<file path="src/hw/rtl/ncc_pkg.sv">
// Shared types and constants for the nearest centroid classifier.
// Used by ncc_cell and nearest_centroid_classifier; depends on nothing.
`default_nettype none

package ncc_pkg;

    localparam int DEF_MAX_CLUSTERS = 16;
    localparam int DEF_FEATURES     = 64;

    localparam int VAL_W = 16;      // feature value width
    localparam int DIF_W = 17;      // signed difference of two values
    localparam int SQ_W  = 34;      // square of a difference
    localparam int ACC_W = 38;      // distance accumulator
    localparam int IDX_W = 6;       // centroid index, up to 64 centroids
    localparam int CNT_W = 7;       // active centroid count, up to 64

    localparam logic [ACC_W-1:0] ACC_MAX = '1;

    // Operation carried in tuser
    typedef enum logic {
        OP_LOAD    = 1'b0,
        OP_ELEMENT = 1'b1
    } op_t;

    // Running minimum handed from cell to cell during the compare sweep
    typedef struct packed {
        logic             valid;
        logic [IDX_W-1:0] idx;
        logic [ACC_W-1:0] dist_sq;
    } tok_t;

    // Per-cell strobes from the top level
    typedef struct packed {
        logic wr_en;    // write the centroid feature
        logic rd_en;    // read the centroid feature for an element item
        logic acc_en;   // add the squared difference
    } cell_ctl_t;

endpackage : ncc_pkg

`default_nettype wire

</file>
<file path="src/hw/rtl/ncc_cell.sv">
// One centroid cell: feature memory, squared-difference pipe, accumulator
// and one step of the minimum search chain. Depends on ncc_pkg.
`default_nettype none

module ncc_cell #(
    parameter int FEATURES = ncc_pkg::DEF_FEATURES,
    parameter int CELL_ID  = 0,
    parameter int FEAT_AW  = (FEATURES > 1) ? $clog2(FEATURES) : 1
) (
    input  wire logic                          clk,
    input  wire logic                          rst_n,
    input  wire ncc_pkg::cell_ctl_t            ctl,
    input  wire logic [FEAT_AW-1:0]            addr,
    input  wire logic [ncc_pkg::VAL_W-1:0]     wdata,
    input  wire logic [ncc_pkg::VAL_W-1:0]     elem_value,  // stage 1 element value
    input  wire logic [ncc_pkg::CNT_W-1:0]     act_cnt,
    input  wire ncc_pkg::tok_t                 tok_in,
    output ncc_pkg::tok_t                      tok_out
);

    logic [ncc_pkg::VAL_W-1:0] mem [FEATURES];
    logic [ncc_pkg::VAL_W-1:0] rd_data_reg;

    logic signed [ncc_pkg::DIF_W-1:0] diff_reg;
    logic signed [ncc_pkg::DIF_W-1:0] diff_next;
    logic [ncc_pkg::SQ_W-1:0]         sq_reg;
    logic signed [2*ncc_pkg::DIF_W-1:0] prod;
    logic [ncc_pkg::ACC_W-1:0]        acc_reg;
    logic [ncc_pkg::ACC_W-1:0]        acc_next;
    logic [ncc_pkg::ACC_W:0]          sum;
    ncc_pkg::tok_t                    tok_reg;
    ncc_pkg::tok_t                    tok_next;
    logic                             active;
    logic                             take;

    always_ff @(posedge clk)
    begin
        if (ctl.wr_en)
        begin
            mem[addr] <= wdata;
        end
        if (ctl.rd_en)
        begin
            rd_data_reg <= mem[addr];
        end
    end

    always_comb
    begin
        diff_next = ncc_pkg::DIF_W'($signed({elem_value[ncc_pkg::VAL_W-1], elem_value})
                  - $signed({rd_data_reg[ncc_pkg::VAL_W-1], rd_data_reg}));
        prod      = diff_reg * diff_reg;
    end

    always_ff @(posedge clk)
    begin
        diff_reg <= diff_next;
        sq_reg   <= ncc_pkg::SQ_W'(prod);
    end

    // Saturating accumulate; clear once the search token has passed
    always_comb
    begin
        sum      = {1'b0, acc_reg} + (ncc_pkg::ACC_W + 1)'(sq_reg);
        acc_next = acc_reg;
        if (tok_in.valid)
        begin
            acc_next = '0;
        end
        else if (ctl.acc_en)
        begin
            acc_next = sum[ncc_pkg::ACC_W] ? ncc_pkg::ACC_MAX : sum[ncc_pkg::ACC_W-1:0];
        end
    end

    // Strict less-than keeps the lower index on ties
    always_comb
    begin
        active   = ncc_pkg::CNT_W'(CELL_ID) < act_cnt;
        take     = tok_in.valid && active && ((CELL_ID == 0) || (acc_reg < tok_in.dist_sq));
        tok_next = tok_in;
        if (take)
        begin
            tok_next.idx     = ncc_pkg::IDX_W'(CELL_ID);
            tok_next.dist_sq = acc_reg;
        end
    end

    always_ff @(posedge clk or negedge rst_n)
    begin
        if (!rst_n)
        begin
            acc_reg <= '0;
            tok_reg <= '0;
        end
        else
        begin
            acc_reg <= acc_next;
            tok_reg <= tok_next;
        end
    end

    assign tok_out = tok_reg;

endmodule : ncc_cell

`default_nettype wire

</file>
<file path="config.mk">
export PLATFORM = sky130hd
export DESIGN_NAME = ncc_cell
export DESIGN_NICKNAME = d
export VERILOG_FILES = /design/src/hw/rtl/ncc_pkg.sv /design/src/hw/rtl/ncc_cell.sv
export SDC_FILE = /design/constraint.sdc
export NUM_CORES = 2
export LEC_CHECK = 0
export BUFFER_PORTS_ARGS = -buffer_cell sky130_fd_sc_hd__clkbuf_2
export CORE_ASPECT_RATIO = 1.2
export CORE_MARGIN = 5
export CORE_UTILIZATION = 40
export DETAILED_ROUTE_END_ITERATION = 10
export PLACE_DENSITY = 0.56
export SYNTH_ARGS = -nofsm -noshare
export SYNTH_HDL_FRONTEND = slang
export SYNTH_SLANG_ARGS = --single-unit
export TNS_END_PERCENT = 50
</file>
<file path="constraint.sdc">
create_clock -name clk -period 12.8 [get_ports clk]
set_input_delay 1.28 -clock clk [delete_from_list [all_inputs] [get_ports clk]]
set_output_delay 1.28 -clock clk [all_outputs]
set_load 0.05 [all_outputs]
</file>
# Word-level counts from Yosys, hierarchy flattened
# Memory sizes are Yosys's and may differ from the RTL's. A register that Yosys moved wholly into a read port is not among the register bits.
# Cells that the tools add are included.
# W data, S select, Z words.
[word_totals]
regBits = 134
ram_bits = 1024
inputBits = 95
out_inout_bits = 45
mem_count = 1
[op_classes]
add_sub_neg = 2
multipliers = 1
n_lt_le_gt_ge = 1
muxes = 6
reduce_logical = 2
[memory_table]
columns = ["memory", "depth", "width", "read_ports", "rd_ports_with_merged_regs", "wr", "line_no", "rtl"]
rows = [
  ["mem", 64, 16, 1, 1, 1, "ncc_cell.sv:21", "logic [ncc_pkg::VAL_W-1:0] mem [FEATURES];"],
]
[op_table]
columns = ["op", "n"]
rows = [
  ["$mux W38", 3],
  ["$mux W44", 1],
  ["$add A38 B34 Y39", 1],
  ["$mul A17 B17 Y34", 1],
  ["$sub A16 B16 Y17", 1],
  ["$lt A1 B7 Y1 const A", 1],
  ["$mux W1", 2],
  ["$reduce_bool A2 Y1", 1],
  ["$logic_and A1 B1 Y1", 1],
]

# Logic depth before layout (Yosys ltp)
[logic_depth]
ltp_word = 4
ltp_mapped = 26

# Worst setup path after synthesis
# No wires, ideal clock.
[synth_timing]
path_kind = "register -> register"
startpoint = "register diff_reg[7] (netlist name)"
endpoint = "register sq_reg[32] (netlist name)"
arrival_ns = 6.014
required_ns = 12.735
slack_ns = 6.721
path_stages_with_launch = 22
path_buffers = 2
period_less_slack_ns = 6.079
cell_sequence = "dfxtp_1 -> clkbuf_1 -> clkbuf_1 -> nand2_1 -> fa_1 -> inv_1 -> fa_1 -> fa_1 -> fa_1 -> fa_1 -> inv_1 -> fa_1 -> inv_1 -> ha_1 -> and3_1 -> and4_1 -> o311ai_1 -> nand3_1 -> o311ai_1 -> a31oi_1 -> or4b_1 -> nand4b_1"
[synth_via]
elab_chain_len = 1
[synth_lines]
columns = ["item", "line_no", "rtl"]
rows = [
  ["start: declaration", "ncc_cell.sv:24", "logic signed [ncc_pkg::DIF_W-1:0] diff_reg;"],
  ["start signal: assignment", "ncc_cell.sv:57", "diff_reg <= diff_next;"],
  ["$mul A17 B17 Y34", "ncc_cell.sv:52", "prod = diff_reg * diff_reg;"],
  ["named net prod (one bit)", "ncc_cell.sv:27", "logic signed [2*ncc_pkg::DIF_W-1:0] prod;"],
  ["end signal: assignment", "ncc_cell.sv:58", "sq_reg <= ncc_pkg::SQ_W'(prod);"],
  ["end: declaration", "ncc_cell.sv:26", "logic [ncc_pkg::SQ_W-1:0] sq_reg;"],
]
# The timed path passes the listed nets, and every way through them passes these cells.
# A chain may end at the register's enable or synchronous reset.

# Worst setup path after layout
[layout_timing]
startpoint = "register diff_reg[16] (netlist name)"
endpoint = "register sq_reg[32] (netlist name)"
# The elaborated chain is that of the path after synthesis.

==> reports/summary.txt <==
=================================================================================
Worst-path fanout max                                                          21
Max-Slew Margin vs Limit                                                   22.53%
Routed wire length per instance                                          25.49 µm
Critical setup path kind                                             flop to flop
Via-to-Cell Ratio                                                           5.519
Root cell of the clock tree                                          sky130_fd_sc_hd__clkbuf_16
Worst min path class                                                 input port to async pin
Clock Sink Count                                                            1,173
Number of gates given a new drive strength after cts                            0
Initial Util                                                               40.24%
Global-route total usage across every layer                                20.50%
Final-layout fill cell count                                               11,830
DR iter-0 viols                                                             2,984
Insertion delay of the later-clocked pin in the worst-skew pair           0.75 ns
Number of antenna violations at the first check in global routing              11
Number of buffers added for setup after CTS                                     0
Syn Area/Cell                                                           14.67 µm²
Worst endpoint data arrival time                                          7.78 ns
Slowest stage cell on the critical path                              sky130_fd_sc_hd__dfxtp_1
Top flip-flop cell by instance count after synthesis                 sky130_fd_sc_hd__edfxtp_1
Height of the chip                                                       411.8 µm
Outcome                                                              finished, final reports clean
Warning count from the yosys run                                                0
Aggregate global routing overflow                                               0
Pins over their slew limit                                                      0
Mapped Nets                                                                 4,175
Critical path capture point type                                             flop
Final RePlAce weighted congestion                                          0.8352
Half-perimeter wire length after placement                               90.26 mm
Number of flip-flops under the largest register name                        1,024
Number of placement rows                                                      147
IO Port Bufs                                                                  139
Post-synthesis instance area                                          0.05381 mm²
Most prevalent standard cell on the critical path                    sky130_fd_sc_hd__fa_1
Sort of element at the start of the critical path                            flop
Worst-case setup slack after placement                                   5.708 ns
CTS tree                                                                    built
Endpoints failing hold                                                          0
Total negative setup slack                                                   0 ns
Cell count after synthesis                                                  3,668
Number of synthesized flops with an enable pin                              1,040
Delay contributed by the slowest stage of the critical path               0.80 ns
Share of layout cells above drive strength 1                               12.31%
Fraction of synthesis flops using an asynchronous set or reset pin         7.076%
Final Cycle Share                                                          55.70%
Finish-stage setup viols                                                        0
Data required time of the worst path                                     13.45 ns
Largest net degree at the start of global routing                             104
Maximum buffer depth of the clock tree                                          3
Crit-path cells                                                      inv_1 -> nor2_1 -> fa_1 -> inv_1 -> fa_1 -> inv_1 -> fa_1 -> fa_1 -> fa_1 -> inv_1 -> fa_1 -> inv_1 -> ha_1 -> and3_1 -> and4_1 -> o311ai_1 -> nand3_1 -> o311ai_1 -> a31oi_1 -> or4b_1 -> nand4b_1
Quantity of hold-fixing buffers added after cts                                 0
Final routed wirelength across all metal layers                          146.5 mm
Drt first pass iters                                                            7
Residual antenna-violating net count after detailed routing                     0
Proportion of synthesized chip area in sequential cells                    63.76%
Clock slew at reported path FFs                                           0.06 ns
Post-route clock skew                                                  0.06443 ns
Highest clock rate                                                      140.3 MHz
Final layout net count                                                      4,372
Final worst slack                                                        5.670 ns
First-pass GRT wire length                                               214.4 mm
Horizontal extent of the die                                             344.8 µm
Library cells used by synthesis                                                66
Total Die Area                                                         0.1420 mm²
Time the final worst path needs with I/O delays and setup                7.130 ns
Number of storage elements in the synthesis netlist                         1,173
Number of global-route vias before repair                                  32,390
Area growth from synthesis to layout                                       13.17%
DRC viols                                                                       0
Slew at the pin closest to its max-slew limit                            1.157 ns
Total vias in the final route                                              31,720
Total clock buffers created by CTS                                            117
Number of levels the H-tree was split into                                      3
I/O pin count                                                                 140
Non-Filler Cell Area, Final                                           0.06089 mm²
Setup repair after global routing missed its margin                         false
Placed inst area                                                      0.05706 mm²
Max-cap viol count                                                              0
Area of the core                                                       0.1337 mm²
=================================================================================
## cell usage after synthesis (5+ instances only)
| cell | number | area share (%) |
|---|---|---|
| sky130_fd_sc_hd__edfxtp_1 | 1040 | 58 |
| sky130_fd_sc_hd__nand4_1 | 32 | 0.37 |
| sky130_fd_sc_hd__buf_2 | 8 | 0.074 |
| sky130_fd_sc_hd__clkbuf_1 | 138 | 0.96 |
| sky130_fd_sc_hd__nand3_1 | 26 | 0.24 |
| sky130_fd_sc_hd__and2_1 | 62 | 0.72 |
| sky130_fd_sc_hd__nor3b_1 | 6 | 0.084 |
| sky130_fd_sc_hd__nand2b_1 | 7 | 0.081 |
| sky130_fd_sc_hd__o221a_2 | 5 | 0.10 |
| sky130_fd_sc_hd__a21o_1 | 38 | 0.53 |
| sky130_fd_sc_hd__nor2_1 | 162 | 1.1 |
| sky130_fd_sc_hd__nand2_1 | 142 | 0.99 |
| sky130_fd_sc_hd__ha_1 | 141 | 3.3 |
| sky130_fd_sc_hd__a21oi_1 | 79 | 0.73 |
| sky130_fd_sc_hd__nor4_1 | 25 | 0.29 |
| sky130_fd_sc_hd__dfxtp_1 | 50 | 1.9 |
| sky130_fd_sc_hd__a22o_1 | 107 | 1.7 |
| sky130_fd_sc_hd__nand3b_1 | 5 | 0.070 |
| sky130_fd_sc_hd__fa_1 | 271 | 10 |
| sky130_fd_sc_hd__inv_1 | 381 | 2.7 |
| sky130_fd_sc_hd__xor2_1 | 27 | 0.44 |
| sky130_fd_sc_hd__a211oi_1 | 23 | 0.32 |
| sky130_fd_sc_hd__o21ai_0 | 34 | 0.32 |
| sky130_fd_sc_hd__nor3_1 | 18 | 0.17 |
| sky130_fd_sc_hd__and4_1 | 5 | 0.081 |
| sky130_fd_sc_hd__o21bai_1 | 6 | 0.084 |
| sky130_fd_sc_hd__a22oi_1 | 300 | 4.2 |
| sky130_fd_sc_hd__nor2b_1 | 11 | 0.13 |
| sky130_fd_sc_hd__dfrtp_1 | 83 | 3.9 |
| sky130_fd_sc_hd__or3_1 | 7 | 0.081 |
| sky130_fd_sc_hd__a221oi_1 | 107 | 1.7 |
| sky130_fd_sc_hd__a31oi_1 | 123 | 1.4 |
| sky130_fd_sc_hd__o21a_1 | 6 | 0.084 |
| sky130_fd_sc_hd__buf_1 | 27 | 0.19 |
| sky130_fd_sc_hd__and3_1 | 11 | 0.13 |
| sky130_fd_sc_hd__a211oi_2 | 10 | 0.23 |
| sky130_fd_sc_hd__xnor2_1 | 57 | 0.93 |
| sky130_fd_sc_hd__mux2_2 | 35 | 0.73 |
## metrics by stage
step / utilization [%] / cells / hold slack, ns
3_5_place_dp: 42.67 / 5534 / 0.5125
5_1_grt: 45.54 / 5745 / 0.4888
3_3_place_gp: 42.67 / 5534 / 0.5161
4_1_cts: 45.54 / 5745 / 0.4369
2_1_floorplan: - / 3668 / 0.4117
6_report: 45.54 / 5747 / 0.4892
## layout by cell type (no fill, tap or decap), drive strengths merged, types with 7 or more instances in the layout
cell type  count
and2          62
a211oi        33
inv          386
bufinv        13
nand3         26
fa           271
nor2b         11
clkinv        51
dfrtp         83
nor2         162
xnor2         57
mux2          35
a21oi         79
dfxtp         50
and3          11
nor3          18
a22o         107
o21ai         38
a221oi       107
clkbuf       276
nand2b         7
a22oi        300
or3            7
nor4          25
ha           141
a31oi        123
xor2          27
nand4         32
buf          115
edfxtp      1040
nand2        142
a21o          38
## critical path: cells and delay by family, from the launching register on
family / cells / cell delay [ns]
flops: 1 / 0.80
simple gates: 6 / 1.62
buf+inv: 5 / 0.69
compound gates: 3 / 0.86
fa+ha+maj: 7 / 3.07
## layer usage
metal / routed length [µm] / GRT usage [%] / up-vias
met1: 58540 / 26.14 / 16260
met2: 70970 / 34.13 / 1030
li1: - / - / 14170
met5: 88 / 0 / -
met4: 6121 / 8.392 / 12
met3: 10770 / 4.395 / 251
## final timing paths
path / from / end / slack (ns) / depth (start not counted)
max in group asynchronous: rst_n / acc_reg[30] / 11.26 / 2
worst min-delay path: rst_n / tok_out[5] / 0.49 / 1
worst max register to register: diff_reg[16] / sq_reg[32] / 5.67 / 21
worst max-delay path: diff_reg[16] / sq_reg[32] / 5.67 / 21
worst min register to register: acc_reg[35] / acc_reg[35] / 0.52 / 1
min in group clk: acc_reg[35] / acc_reg[35] / 0.52 / 1
## cells by family (layout without fill, tap and decap cells)
group                    count (synthesis)  count (layout)  share of synthesized area, %
flip-flops                            1173            1173                         63.76
AO/OA/AOI/OAI                          875             875                         12.07
buffers and inverters                  556             845                         3.925
AND/OR/NAND/NOR                        531             531                         4.744
adder cells (fa/ha/maj)                412             412                         13.36
XOR/XNOR                                84              84                         1.367
multiplexers                            37              37                        0.7697
other                                    0               2                             0
## cell type report
cell class                 instances  area [µm²]  share of cell area, %
sequential                      1173       34310                  56.34
tap                             1788        2237                  3.674
clock buffer                     138        3007                  4.937
multi-input combinational       1939       17450                  28.66
timing repair buffer             253        1629                  2.675
inverter                         381        1430                  2.349
antenna                            2       5.005               0.008219
clock inverter                    73       824.5                  1.354
Power is left out: the tool's default activity adds up to more than one toggle a clock period on the data nets, which glitch-free logic cannot reach.
